--- src/rtl/scs_pkg.sv ---
// ----------------------------------------------------------------------------
// scs_pkg
// Shared constants and types for the stable card sorter.
// ----------------------------------------------------------------------------
package scs_pkg;

   localparam int MAX_CARDS = 64;
   localparam int ADDR_W    = (MAX_CARDS > 1) ? $clog2(MAX_CARDS) : 1;
   localparam int CNT_W     = $clog2(MAX_CARDS + 1);
   localparam int BYTE_W    = 8;
   localparam int CARD_W    = 2 * BYTE_W;

   typedef logic [BYTE_W-1:0] byte_type;
   typedef logic [ADDR_W-1:0] addr_type;
   typedef logic [CNT_W-1:0]  count_type;

   // one queued card word
   typedef struct packed {
      byte_type card_suit;
      byte_type card_rank;
      logic     last_card;
   } item_type;

   // stored card layout: suit in the upper byte, rank in the lower byte
   typedef struct packed {
      byte_type suit;
      byte_type rank;
   } card_type;

endpackage

--- src/rtl/scs_if.sv ---
// ----------------------------------------------------------------------------
// scs_if
// Valid/ready channels for incoming cards and sorted results.
// ----------------------------------------------------------------------------
interface scs_req_if;
   import scs_pkg::*;

   logic     valid;
   logic     ready;
   byte_type card_suit;
   byte_type card_rank;
   logic     last_card;

   modport source (output valid, output card_suit, output card_rank, output last_card,
                   input ready);
   modport sink   (input valid, input card_suit, input card_rank, input last_card,
                   output ready);
endinterface

interface scs_rsp_if;
   import scs_pkg::*;

   logic     valid;
   logic     ready;
   byte_type sorted_suit;
   byte_type sorted_rank;
   logic     last_out;

   modport source (output valid, output sorted_suit, output sorted_rank, output last_out,
                   input ready);
   modport sink   (input valid, input sorted_suit, input sorted_rank, input last_out,
                   output ready);
endinterface

--- src/rtl/stable_card_sort_top.sv ---
// ----------------------------------------------------------------------------
// stable_card_sort_top
// Stable ascending sort of card words by rank; emits the set on the last card.
// ----------------------------------------------------------------------------
//  port       | dir | carries
//  -----------+-----+------------------------------------------
//  req_chan   | in  | card_suit, card_rank, last_card
//  rsp_chan   | out | sorted_suit, sorted_rank, last_out
//
//  A card goes straight into an empty store; otherwise each stored card of
//  greater rank is shifted up before it is placed: the store RAM has one write
//  port and a registered read, so cards move up one slot per cycle.
//  Read-out uses the same read port: each card is read, then loaded out.
//  A two-word queue takes cards while the engine works or the output stalls.
//  Synchronous active-high reset empties the store; no clearing pass.
// ----------------------------------------------------------------------------
module stable_card_sort_top (
   input  logic      clock,
   input  logic      reset,
   scs_req_if.sink   req_chan,
   scs_rsp_if.source rsp_chan
);
   import scs_pkg::*;

   logic     q_valid;
   item_type q_item;
   logic     q_pop;

   scs_front u_front (
      .clock    (clock),
      .reset    (reset),
      .req_chan (req_chan),
      .q_valid  (q_valid),
      .q_item   (q_item),
      .q_pop    (q_pop)
   );

   scs_back u_back (
      .clock    (clock),
      .reset    (reset),
      .q_valid  (q_valid),
      .q_item   (q_item),
      .q_pop    (q_pop),
      .rsp_chan (rsp_chan)
   );

endmodule

--- src/rtl/scs_ram.sv ---
// ----------------------------------------------------------------------------
// scs_ram
// Generic single-write, single-read RAM with registered read data.
// ----------------------------------------------------------------------------
module scs_ram #(
   parameter int WIDTH = 16,
   parameter int DEPTH = 64
) (
   input  logic                     clock,
   input  logic                     wr_en,
   input  logic [$clog2(DEPTH)-1:0] wr_addr,
   input  logic [WIDTH-1:0]         wr_data,
   input  logic [$clog2(DEPTH)-1:0] rd_addr,
   output logic [WIDTH-1:0]         rd_data
);

   logic [WIDTH-1:0] mem_ff [DEPTH];
   logic [WIDTH-1:0] rd_data_ff;

   always_ff @(posedge clock) begin
      if (wr_en) begin
         mem_ff[wr_addr] <= wr_data;
      end
      rd_data_ff <= mem_ff[rd_addr];
   end

   assign rd_data = rd_data_ff;

endmodule

--- src/rtl/scs_front.sv ---
// ----------------------------------------------------------------------------
// scs_front
// Input side: accepts card words into a two-entry queue for the sort engine.
// ----------------------------------------------------------------------------
module scs_front (
   input  logic              clock,
   input  logic              reset,
   scs_req_if.sink           req_chan,
   output logic              q_valid,
   output scs_pkg::item_type q_item,
   input  logic              q_pop
);
   import scs_pkg::*;

   item_type   entry_ff [2];
   logic       wr_ptr_ff;
   logic       wr_ptr_in;
   logic       rd_ptr_ff;
   logic       rd_ptr_in;
   logic [1:0] fill_ff;
   logic [1:0] fill_in;
   logic       push;
   logic       pop;

   assign req_chan.ready = (fill_ff != 2'd2);
   assign push           = req_chan.valid && req_chan.ready;
   assign pop            = q_pop && (fill_ff != 2'd0);
   assign q_valid        = (fill_ff != 2'd0);
   assign q_item         = entry_ff[rd_ptr_ff];

   always_comb begin
      wr_ptr_in = push ? ~wr_ptr_ff : wr_ptr_ff;
      rd_ptr_in = pop  ? ~rd_ptr_ff : rd_ptr_ff;
      fill_in   = fill_ff;
      if (push && !pop) begin
         fill_in = fill_ff + 2'd1;
      end else if (pop && !push) begin
         fill_in = fill_ff - 2'd1;
      end
   end

   always_ff @(posedge clock) begin
      if (reset) begin
         wr_ptr_ff <= 1'b0;
         rd_ptr_ff <= 1'b0;
         fill_ff   <= 2'd0;
      end else begin
         wr_ptr_ff <= wr_ptr_in;
         rd_ptr_ff <= rd_ptr_in;
         fill_ff   <= fill_in;
      end
   end

   always_ff @(posedge clock) begin
      if (push) begin
         entry_ff[wr_ptr_ff] <= '{card_suit: req_chan.card_suit,
                                  card_rank: req_chan.card_rank,
                                  last_card: req_chan.last_card};
      end
   end

endmodule

--- src/rtl/scs_back.sv ---
// ----------------------------------------------------------------------------
// scs_back
// Sort engine: insertion into a sorted card RAM, then ordered read-out.
// ----------------------------------------------------------------------------
module scs_back (
   input  logic              clock,
   input  logic              reset,
   input  logic              q_valid,
   input  scs_pkg::item_type q_item,
   output logic              q_pop,
   scs_rsp_if.source         rsp_chan
);
   import scs_pkg::*;

   localparam logic [1:0] ST_IDLE  = 2'd0;
   localparam logic [1:0] ST_SCAN  = 2'd1;
   localparam logic [1:0] ST_PLACE = 2'd2;
   localparam logic [1:0] ST_EMIT  = 2'd3;

   localparam count_type FULL_COUNT = count_type'(MAX_CARDS);

   logic [1:0] state_ff;
   logic [1:0] state_in;
   count_type  count_ff;
   count_type  count_in;
   addr_type   pos_ff;
   addr_type   pos_in;
   addr_type   idx_ff;
   addr_type   idx_in;
   logic       primed_ff;
   logic       primed_in;
   item_type   card_ff;
   item_type   card_in;

   logic       out_valid_ff;
   logic       out_valid_in;
   byte_type   out_suit_ff;
   byte_type   out_suit_in;
   byte_type   out_rank_ff;
   byte_type   out_rank_in;
   logic       out_last_ff;
   logic       out_last_in;

   logic       wr_en;
   addr_type   wr_addr;
   card_type   wr_data;
   addr_type   rd_addr;
   card_type   rd_data;
   logic       load_out;
   logic       emit_last;

   scs_ram #(
      .WIDTH (CARD_W),
      .DEPTH (MAX_CARDS)
   ) u_store (
      .clock   (clock),
      .wr_en   (wr_en),
      .wr_addr (wr_addr),
      .wr_data (wr_data),
      .rd_addr (rd_addr),
      .rd_data (rd_data)
   );

   always_comb begin
      state_in     = state_ff;
      count_in     = count_ff;
      pos_in       = pos_ff;
      idx_in       = idx_ff;
      primed_in    = primed_ff;
      card_in      = card_ff;
      out_valid_in = out_valid_ff;
      out_suit_in  = out_suit_ff;
      out_rank_in  = out_rank_ff;
      out_last_in  = out_last_ff;
      q_pop        = 1'b0;
      wr_en        = 1'b0;
      wr_addr      = pos_ff;
      wr_data      = '{suit: card_ff.card_suit, rank: card_ff.card_rank};
      rd_addr      = pos_ff - addr_type'(1);
      load_out     = 1'b0;
      emit_last    = (count_type'(idx_ff) == count_ff - count_type'(1));

      if (out_valid_ff && rsp_chan.ready) begin
         out_valid_in = 1'b0;
      end

      unique case (state_ff)
         ST_IDLE: begin
            if (q_valid) begin
               q_pop   = 1'b1;
               card_in = q_item;
               if (count_ff == FULL_COUNT) begin
                  // drop the card, still honor its last flag
                  if (q_item.last_card) begin
                     state_in  = ST_EMIT;
                     idx_in    = '0;
                     primed_in = 1'b0;
                  end
               end else if (count_ff == '0) begin
                  wr_en    = 1'b1;
                  wr_addr  = '0;
                  wr_data  = '{suit: q_item.card_suit, rank: q_item.card_rank};
                  count_in = count_type'(1);
                  if (q_item.last_card) begin
                     state_in  = ST_EMIT;
                     idx_in    = '0;
                     primed_in = 1'b0;
                  end
               end else begin
                  pos_in   = count_ff[ADDR_W-1:0];
                  rd_addr  = count_ff[ADDR_W-1:0] - addr_type'(1);
                  state_in = ST_SCAN;
               end
            end
         end

         ST_SCAN: begin
            if (rd_data.rank > card_ff.card_rank) begin
               // shift the larger card up one slot
               wr_en   = 1'b1;
               wr_data = rd_data;
               pos_in  = pos_ff - addr_type'(1);
               if (pos_ff == addr_type'(1)) begin
                  state_in = ST_PLACE;
               end else begin
                  rd_addr = pos_ff - addr_type'(2);
               end
            end else begin
               wr_en    = 1'b1;
               count_in = count_ff + count_type'(1);
               if (card_ff.last_card) begin
                  state_in  = ST_EMIT;
                  idx_in    = '0;
                  primed_in = 1'b0;
               end else begin
                  state_in = ST_IDLE;
               end
            end
         end

         ST_PLACE: begin
            wr_en    = 1'b1;
            count_in = count_ff + count_type'(1);
            if (card_ff.last_card) begin
               state_in  = ST_EMIT;
               idx_in    = '0;
               primed_in = 1'b0;
            end else begin
               state_in = ST_IDLE;
            end
         end

         ST_EMIT: begin
            rd_addr   = idx_ff;
            primed_in = 1'b1;
            if (primed_ff && (!out_valid_ff || rsp_chan.ready)) begin
               load_out  = 1'b1;
               primed_in = 1'b0;
               idx_in    = idx_ff + addr_type'(1);
               if (emit_last) begin
                  count_in = '0;
                  state_in = ST_IDLE;
               end
            end
         end

         default: begin
            state_in = ST_IDLE;
         end
      endcase

      if (load_out) begin
         out_valid_in = 1'b1;
         out_suit_in  = rd_data.suit;
         out_rank_in  = rd_data.rank;
         out_last_in  = emit_last;
      end
   end

   always_ff @(posedge clock) begin
      if (reset) begin
         state_ff     <= ST_IDLE;
         count_ff     <= '0;
         primed_ff    <= 1'b0;
         out_valid_ff <= 1'b0;
      end else begin
         state_ff     <= state_in;
         count_ff     <= count_in;
         primed_ff    <= primed_in;
         out_valid_ff <= out_valid_in;
      end
   end

   always_ff @(posedge clock) begin
      pos_ff      <= pos_in;
      idx_ff      <= idx_in;
      card_ff     <= card_in;
      out_suit_ff <= out_suit_in;
      out_rank_ff <= out_rank_in;
      out_last_ff <= out_last_in;
   end

   assign rsp_chan.valid       = out_valid_ff;
   assign rsp_chan.sorted_suit = out_suit_ff;
   assign rsp_chan.sorted_rank = out_rank_ff;
   assign rsp_chan.last_out    = out_last_ff;

endmodule

--- src/flat_wrapper.sv ---
// flat-port wrapper written by rule: the top's interface ports become plain ports
module stable_card_sort_top_flat import scs_pkg::*;
  (clock, reset, req_chan_valid, req_chan_card_suit, req_chan_card_rank, req_chan_last_card, req_chan_ready, rsp_chan_valid, rsp_chan_sorted_suit, rsp_chan_sorted_rank, rsp_chan_last_out, rsp_chan_ready);
  scs_req_if req_chan_i ();
  scs_rsp_if rsp_chan_i ();
  input  logic clock;
  input  logic reset;
  input wire logic [$bits(req_chan_i.valid)-1:0] req_chan_valid;
  input wire logic [$bits(req_chan_i.card_suit)-1:0] req_chan_card_suit;
  input wire logic [$bits(req_chan_i.card_rank)-1:0] req_chan_card_rank;
  input wire logic [$bits(req_chan_i.last_card)-1:0] req_chan_last_card;
  output wire logic [$bits(req_chan_i.ready)-1:0] req_chan_ready;
  output wire logic [$bits(rsp_chan_i.valid)-1:0] rsp_chan_valid;
  output wire logic [$bits(rsp_chan_i.sorted_suit)-1:0] rsp_chan_sorted_suit;
  output wire logic [$bits(rsp_chan_i.sorted_rank)-1:0] rsp_chan_sorted_rank;
  output wire logic [$bits(rsp_chan_i.last_out)-1:0] rsp_chan_last_out;
  input wire logic [$bits(rsp_chan_i.ready)-1:0] rsp_chan_ready;
  assign req_chan_i.valid = req_chan_valid;
  assign req_chan_i.card_suit = req_chan_card_suit;
  assign req_chan_i.card_rank = req_chan_card_rank;
  assign req_chan_i.last_card = req_chan_last_card;
  assign req_chan_ready = req_chan_i.ready;
  assign rsp_chan_valid = rsp_chan_i.valid;
  assign rsp_chan_sorted_suit = rsp_chan_i.sorted_suit;
  assign rsp_chan_sorted_rank = rsp_chan_i.sorted_rank;
  assign rsp_chan_last_out = rsp_chan_i.last_out;
  assign rsp_chan_i.ready = rsp_chan_ready;
  stable_card_sort_top u_core (.clock(clock), .reset(reset), .req_chan(req_chan_i), .rsp_chan(rsp_chan_i));
endmodule
--- config.mk ---
export PLATFORM = sky130hd
export DESIGN_NAME = stable_card_sort_top_flat
export DESIGN_NICKNAME = d
export VERILOG_FILES = /design/src/rtl/scs_pkg.sv /design/src/rtl/scs_if.sv /design/src/rtl/stable_card_sort_top.sv /design/src/rtl/scs_ram.sv /design/src/rtl/scs_front.sv /design/src/rtl/scs_back.sv /design/src/flat_wrapper.sv
export SDC_FILE = /design/constraint.sdc
export NUM_CORES = 1
export LEC_CHECK = 0
export BUFFER_PORTS_ARGS = -buffer_cell sky130_fd_sc_hd__buf_2
export CORE_MARGIN = 2
export CORE_UTILIZATION = 49
export CTS_CLUSTER_DIAMETER = 120
export CTS_CLUSTER_SIZE = 12
export DETAILED_ROUTE_END_ITERATION = 16
export GPL_TIMING_DRIVEN = 1
export SYNTH_ARGS = -nofsm -noshare
export SYNTH_HDL_FRONTEND = slang
export SYNTH_SLANG_ARGS = --single-unit
--- constraint.sdc ---
create_clock -name clock -period 6.28 [get_ports clock]
set_input_delay 0.628 -clock clock [delete_from_list [all_inputs] [get_ports clock]]
set_output_delay 0.628 -clock clock [all_outputs]
set_load 0.005 [all_outputs]
==> results.json, run 1 <==
{
  "status": "completed",
  "hold_viol": 0,
  "synth_common_cells": "edfxtp_1 (1104), nand2_1 (958), nand3_1 (353)",
  "hpwl_um": 75360,
  "gp_congestion": 0.8603,
  "track_usage_pct": 26.20,
  "start_util_pct": 49.45,
  "timing.fmax_mhz": 178.4,
  "ys_seq_elements": 1136,
  "max-cap-violations": 0,
  "antenna_found_initial": 9,
  "vias": 29920,
  "ys.flop_type": "edfxtp_1",
  "htree_levels": 3,
  "ys_seq_area_share_pct": 73.11,
  "grt-ovfl-total": 0,
  "drt_first_pass_iters": 5,
  "tns_ns": 0,
  "synth_edf_count": 1104,
  "final-setup-viol-count": 0,
  "min_period_ns": 5.606,
  "io_pins": 40,
  "min_path_type": "input port to flip-flop",
  "core_region_area_um2": 93470,
  "synth_area_per_cell_um2": 12.99,
  "drc": 0,
  "yosysMostFrequentCell": "edfxtp_1",
  "fp.dieW_um": 311.1,
  "drt_iter0_drc": 3968,
  "clock_sinks": 1136,
  "cts_tree": "done",
  "crit_arrival_ns": 6.20,
  "netlist_area_um2": 46220,
  "die_area_um2": 96800,
  "yosysTopAreaCell": "edfxtp_1",
  "dp.cells": 4741,
  "cts_setup_buffers": 0,
  "synthCells": 3559,
  "ant_nets": 0,
  "final_cells": 4917,
  "place_ws_ns": 0.9412,
  "clk_pin_slew_ns": 0.06,
  "wire_per_inst_um": 26.21,
  "wl_um": 128900,
  "cts_buffers": 104,
  "io_buffers": 39,
  "area_growth_pct": 10.70,
  "post-route-period-util_pct": 89.27,
  "synth_top_area_share_pct": 71.73,
  "tightest_slew_ns": 1.198,
  "crit_type": "flip-flop to flip-flop",
  "grt_max_degree": 161,
  "grt_pass1_wl_um": 189500,
  "synthDistinctLibCells": 71,
  "maxSlewHeadroom_pct": 20.14,
  "cp_data_required_time_ns": 6.87,
  "die_h_um": 311.1,
  "drive_gt1_share_pct": 10.00,
  "ctsHoldBuffers": 0,
  "slew_viol_final": 0,
  "cts-resized-gates": 0,
  "via_per_inst": 6.085,
  "synth_fp_nets": 3602,
  "async_flop_share_pct": 0,
  "synthTopCellsByArea": "edfxtp_1 (72%), nand2_1 (7.8%), nand3_1 (3.8%)",
  "synth_warnings": 0,
  "setup_ws_ns": 0.6742,
  "finClkSkew_ns": 0.02791,
  "end_kind": "flip-flop",
  "rows": 112,
  "grt_pass1_vias": 28290,
  "cp_max_fo": 39,
  "nets": 3636,
  "cts_root_buf": "clkbuf_16",
  "clockBufferDepth": 3,
  "worstSkewPairLatency_ns": 0.69,
  "start_kind": "flip-flop",
  "rsz0062_at_grt": "false"
}
## area by class of cell
class | instances | area (um^2)
inverters | 24 | 90.09
flip-flops and latches | 1136 | 33790
clock inverters | 6 | 110.1
diodes | 3 | 7.507
fillers | 7689 | 42300
repair buffers | 155 | 1204
multi-input cells | 2172 | 11510
well taps | 1254 | 1569
clock buffers | 167 | 2882
## path summary, 6_finish.rpt
| path | from | endpoint | slack (ns) | cells past startpoint |
|---|---|---|---|---|
| max | u_core.u_back.state_ff[1] | u_core.u_back.u_store.rd_data[2] | 0.67 | 13 |
| min | req_chan_card_suit[3] | u_core.u_front.entry_ff[1][12] | 0.14 | 1 |
| max reg2reg | u_core.u_back.state_ff[1] | u_core.u_back.u_store.rd_data[2] | 0.67 | 13 |
| min reg2reg | u_core.u_back.u_store.rd_data[3] | u_core.u_back.rsp_chan.sorted_rank[3] | 0.50 | 0 |
## worst max-delay path, stage by stage (launching register included)
cell and delay [ns]:
dfxtp_1 0.42, inv_1 0.12, ha_1 0.42, nor3b_1 0.24, a311oi_1 0.34, nor2_1 0.08
a211oi_1 0.64, nand3_4 0.71, and2_2 0.74, buf_12 0.30, nand4_1 0.10, nand4_1 0.11
o31ai_1 0.76, and4_1 0.46
## placed cells by master (no fill, tap or decap), types with 4 or more instances in the layout
cell       netlist  routed
nand2_1        958     958
ha_1            22      22
mux2i_1         47      46
a221oi_2        15      15
nor4_1          17      17
a21oi_2         11      11
a22oi_1         32      32
and4_1          19      19
o21ai_4          0      11
clkbuf_1        94      61
clkbuf_16        0     106
xnor2_1         13      13
xor2_1          13      13
mux2_2          27      26
and3_1           7       6
a221o_2          0       5
a21o_1           4       4
o31ai_1         34      34
nand2b_1         6       6
edfxtp_1      1104    1104
nand3_1        353     352
buf_2          108      39
nand4_1        167     167
nor3_1           6       6
o21ai_0         32      21
a31oi_1         17      17
nor3b_1          5       5
buf_4            8     105
nor2_2           3       9
o2111ai_1       16      16
inv_1           24      24
nor2_1          98      91
nor2b_1          9       9
and2_1           8       6
dfxtp_1         32      32
buf_12           0      11
a21oi_1        178     178
## flip-flops by register name, summed over array words and instances (netlist names), named ones only
name and cells:
u_core.u_front.entry_ff 34, u_core.u_front.wr_ptr_ff 1, u_core.u_back.u_store.rd_data 16, u_core.u_back.u_store.mem_ff 1024, u_core.u_back.pos_ff 6, u_core.u_back.rsp_chan.sorted_suit 8
u_core.u_front.fill_ff 2, u_core.u_back.state_ff 2, u_core.u_front.rd_ptr_ff 1, u_core.u_back.count_ff 7, u_core.u_back.rsp_chan.last_out 1, u_core.u_back.rsp_chan.sorted_rank 8
u_core.u_back.card_ff 17, u_core.u_back.idx_ff 6, u_core.u_back.rsp_chan.valid 1, u_core.u_back.primed_ff 1
## routing by layer
layer | vias to the layer above | GRT usage (%) | routed length (um)
li1 | 13210 | - | -
met4 | 6 | 7.477 | 3476
met2 | 1422 | 41.10 | 59860
met3 | 187 | 3.819 | 10650
met1 | 15100 | 38.32 | 54830
met5 | - | 0 | 44
## per-stage QoR
step / area, um^2 / hold WS (ns) / util [%]
after CTS: 51160 / 0.09646 / 54.73
final: 51170 / 0.1402 / 54.74
after detailed placement: 48170 / 0.4672 / 51.53
after global routing: 51160 / 0.1091 / 54.73
after global placement: 48170 / 0.4520 / 51.53
after floorplan: 46220 / 0.4027 / -
## kinds of logic after synthesis
group / Yosys count / synth area share (%)
flip-flops: 1136 / 73.11
adder cells (fa/ha/maj): 22 / 0.5955
multiplexers: 74 / 1.676
XOR/XNOR: 26 / 0.4927
buffers and inverters: 251 / 2.477
AND/OR/NAND/NOR: 1677 / 16.31
AO/OA/AOI/OAI: 373 / 5.338
Power of run 1 is left out: the tool's default activity adds up to more than one toggle a clock period on the data nets, which glitch-free logic cannot reach.
==> run 2, diff against run 1 <==
Settings changed: ABC_AREA set to 1, CELL_PAD_IN_SITES_DETAIL_PLACEMENT set to 1, CELL_PAD_IN_SITES_GLOBAL_PLACEMENT set to 1, PLACE_DENSITY_LB_ADDON set to 0.1.
==> run 2 against run 1 <==
Synthesized area grew 2.8%; first-iteration DRC count shrank 14%; clock skew grew 0.00082 ns; global-route usage grew 3.8 points; core utilization shrank 0.46 points; sequential cell count is the same.
==> results.json, run 2 <==
{
  "status": "completed",
  "htree_levels": 3,
  "synthCells": 4001,
  "reg_top3": "u_core.u_back.u_store.mem_ff x1024, u_core.u_front.entry_ff x34, u_core.u_back.card_ff x17",
  "final-setup-viol-count": 0,
  "cp_max_fo": 118,
  "io_buffers": 39,
  "finClkSkew_ns": 0.02873,
  "gp_congestion": 0.8292,
  "via_per_inst": 6.217,
  "clockBufferDepth": 3,
  "wl_um": 149400,
  "slew_viol_final": 0,
  "synth_fp_nets": 4044,
  "async_flop_share_pct": 0,
  "track_usage_pct": 30.03,
  "hold_depth": 1,
  "tns_ns": 0,
  "post-route-period-util_pct": 78.12,
  "rows": 114,
  "netlist_area_um2": 47520,
  "ys_seq_elements": 1136,
  "maxSlewHeadroom_pct": 16.72,
  "cp.depth": 15,
  "largest_reg_flops": 1024,
  "critPathBufInv": 2,
  "die_area_um2": 99480,
  "drt_first_pass_iters": 6,
  "busiest_layer": "met2",
  "registers.top_by_ff_count": "u_core.u_back.u_store.mem_ff",
  "synth_area_per_cell_um2": 11.88,
  "fill_cells": 9883,
  "fp.dieW_um": 315.4,
  "ant_nets": 0,
  "use_met2_pct": 48.68,
  "timing.fmax_mhz": 203.8,
  "die_h_um": 315.4,
  "synth_edf_count": 1104,
  "r2r_cells": 15,
  "max-cap-violations": 0,
  "max_stage_delay_ns": 0.69,
  "grt_pass1_vias": 33970,
  "dp.cells": 5173,
  "cp_data_required_time_ns": 6.77,
  "drive_gt1_share_pct": 8.744,
  "rsz0062_at_grt": "false",
  "nets": 4046,
  "ys_seq_area_share_pct": 71.12,
  "cts_setup_buffers": 0,
  "layout_commonest_cell": "nand3_1",
  "crit_type": "flip-flop to flip-flop",
  "synth_top_area_share_pct": 69.77,
  "clk_pin_slew_ns": 0.06,
  "hold_viol": 0,
  "synth_common_cells": "nand3_1 (1495), edfxtp_1 (1104), nand2_1 (692)",
  "cts-resized-gates": 0,
  "start_util_pct": 49.28,
  "yosysTopAreaCell": "edfxtp_1",
  "ys.flop_type": "edfxtp_1",
  "regArea_um2": 33790,
  "synthDistinctLibCells": 40,
  "multi_input_area_um2": 12210,
  "yosysMostFrequentCell": "nand3_1",
  "hpwl_um": 84220,
  "end_kind": "flip-flop",
  "grt_pass1_wl_um": 222000,
  "grt-ovfl-total": 0,
  "grt_max_degree": 182,
  "final_cells": 5339,
  "clock_sinks": 1136,
  "min_path_type": "input port to flip-flop",
  "core_region_area_um2": 96420,
  "start_kind": "flip-flop",
  "met3_usage_pct": 4.493,
  "cts_buffers": 104,
  "cts_root_buf": "clkbuf_16",
  "crit_chain": "ha_1, clkinv_1, o21ai_0, nor2_1, nand3_4, nand2_8, buf_12, nand2_1, nand3_1, nand3_1, nand3_1, nand3_1, nand2_1, nand2_1, nand2_1",
  "area_growth_pct": 10.15,
  "crit_arrival_ns": 5.39,
  "cpLargestDelayFamily": "simple AND/OR/NAND/NOR gates",
  "io_pins": 40,
  "globalRouteMet1Util_pct": 41.64,
  "wire_per_inst_um": 27.97,
  "drc": 0,
  "antenna_found_initial": 3,
  "tightest_slew_ns": 1.249,
  "worstSkewPairLatency_ns": 0.70,
  "critPathSlowestCell": "nand2_8",
  "synth_warnings": 0,
  "postLayoutCoreUtil_pct": 54.28,
  "cts_tree": "done",
  "drt_iter0_drc": 3429,
  "synthTopCellsByArea": "edfxtp_1 (70%), nand3_1 (16%), nand2_1 (5.5%)",
  "vias": 33190,
  "min_period_ns": 4.906,
  "ctsHoldBuffers": 0,
  "mostFrequentLayoutCells": "nand3_1 (1494), edfxtp_1 (1104), nand2_1 (690)"
}
[run 2: cell families (layout without fill, tap and decap cells)]
| group | count (synthesis) | count (layout) | synth area share [%] |
|---|---|---|---|
| XOR/XNOR | 14 | 14 | 0.2581 |
| AND/OR/NAND/NOR | 2338 | 2338 | 22.66 |
| buffers and inverters | 368 | 427 | 3.663 |
| flip-flops | 1136 | 1136 | 71.12 |
| multiplexers | 17 | 17 | 0.4029 |
| other | 0 | 3 | 0 |
| AO/OA/AOI/OAI | 106 | 106 | 1.322 |
| adder cells (fa/ha/maj) | 22 | 22 | 0.5793 |
[run 2: final timing paths]
kind,start,end,slack [ns]
max,u_core.u_back.state_ff[1],u_core.u_back.u_store.rd_data[5],1.37
min reg2reg,u_core.u_front.rd_ptr_ff,u_core.u_front.rd_ptr_ff,0.45
max reg2reg,u_core.u_back.state_ff[1],u_core.u_back.u_store.rd_data[5],1.37
min,req_chan_card_suit[3],u_core.u_front.entry_ff[0][12],0.14
[run 2: metrics by stage]
stage	hold WS [ns]	setup WS (ns)	cell area, um^2
3_5_place_dp	0.4505	1.381	49400
2_1_floorplan	0.4082	2.132	47520
6_report	0.1418	1.374	52340
4_1_cts	0.09965	1.334	52330
5_1_grt	0.1246	1.091	52330
3_3_place_gp	0.4372	1.417	49400
[run 2: cell type report]
cell class / count / area share, %
clock inverter: 4 / 0.1076
timing repair buffer: 186 / 2.888
tap: 1276 / 3.050
clock buffer: 159 / 5.489
antenna: 3 / 0.01434
multi-input combinational: 2497 / 23.32
sequential: 1136 / 64.56
inverter: 78 / 0.5642
[run 2: metal layers]
metal  up-vias  part of all wire [%]
met3       249                   7.3
li1      14580                     -
met4         2                   3.3
met5         -                0.0080
met2      1262                    48
met1     17100                    42
[run 2: worst register-to-register path, cell delays in order (launching register included)]
cell	delay (ns)
dfxtp_1	0.41
ha_1	0.51
clkinv_1	0.41
o21ai_0	0.31
nor2_1	0.12
nand3_4	0.44
nand2_8	0.71
buf_12	0.58
nand2_1	0.14
nand3_1	0.08
nand3_1	0.11
nand3_1	0.23
nand3_1	0.30
nand2_1	0.10
nand2_1	0.08
nand2_1	0.19
Power of run 2 is left out for the same reason.
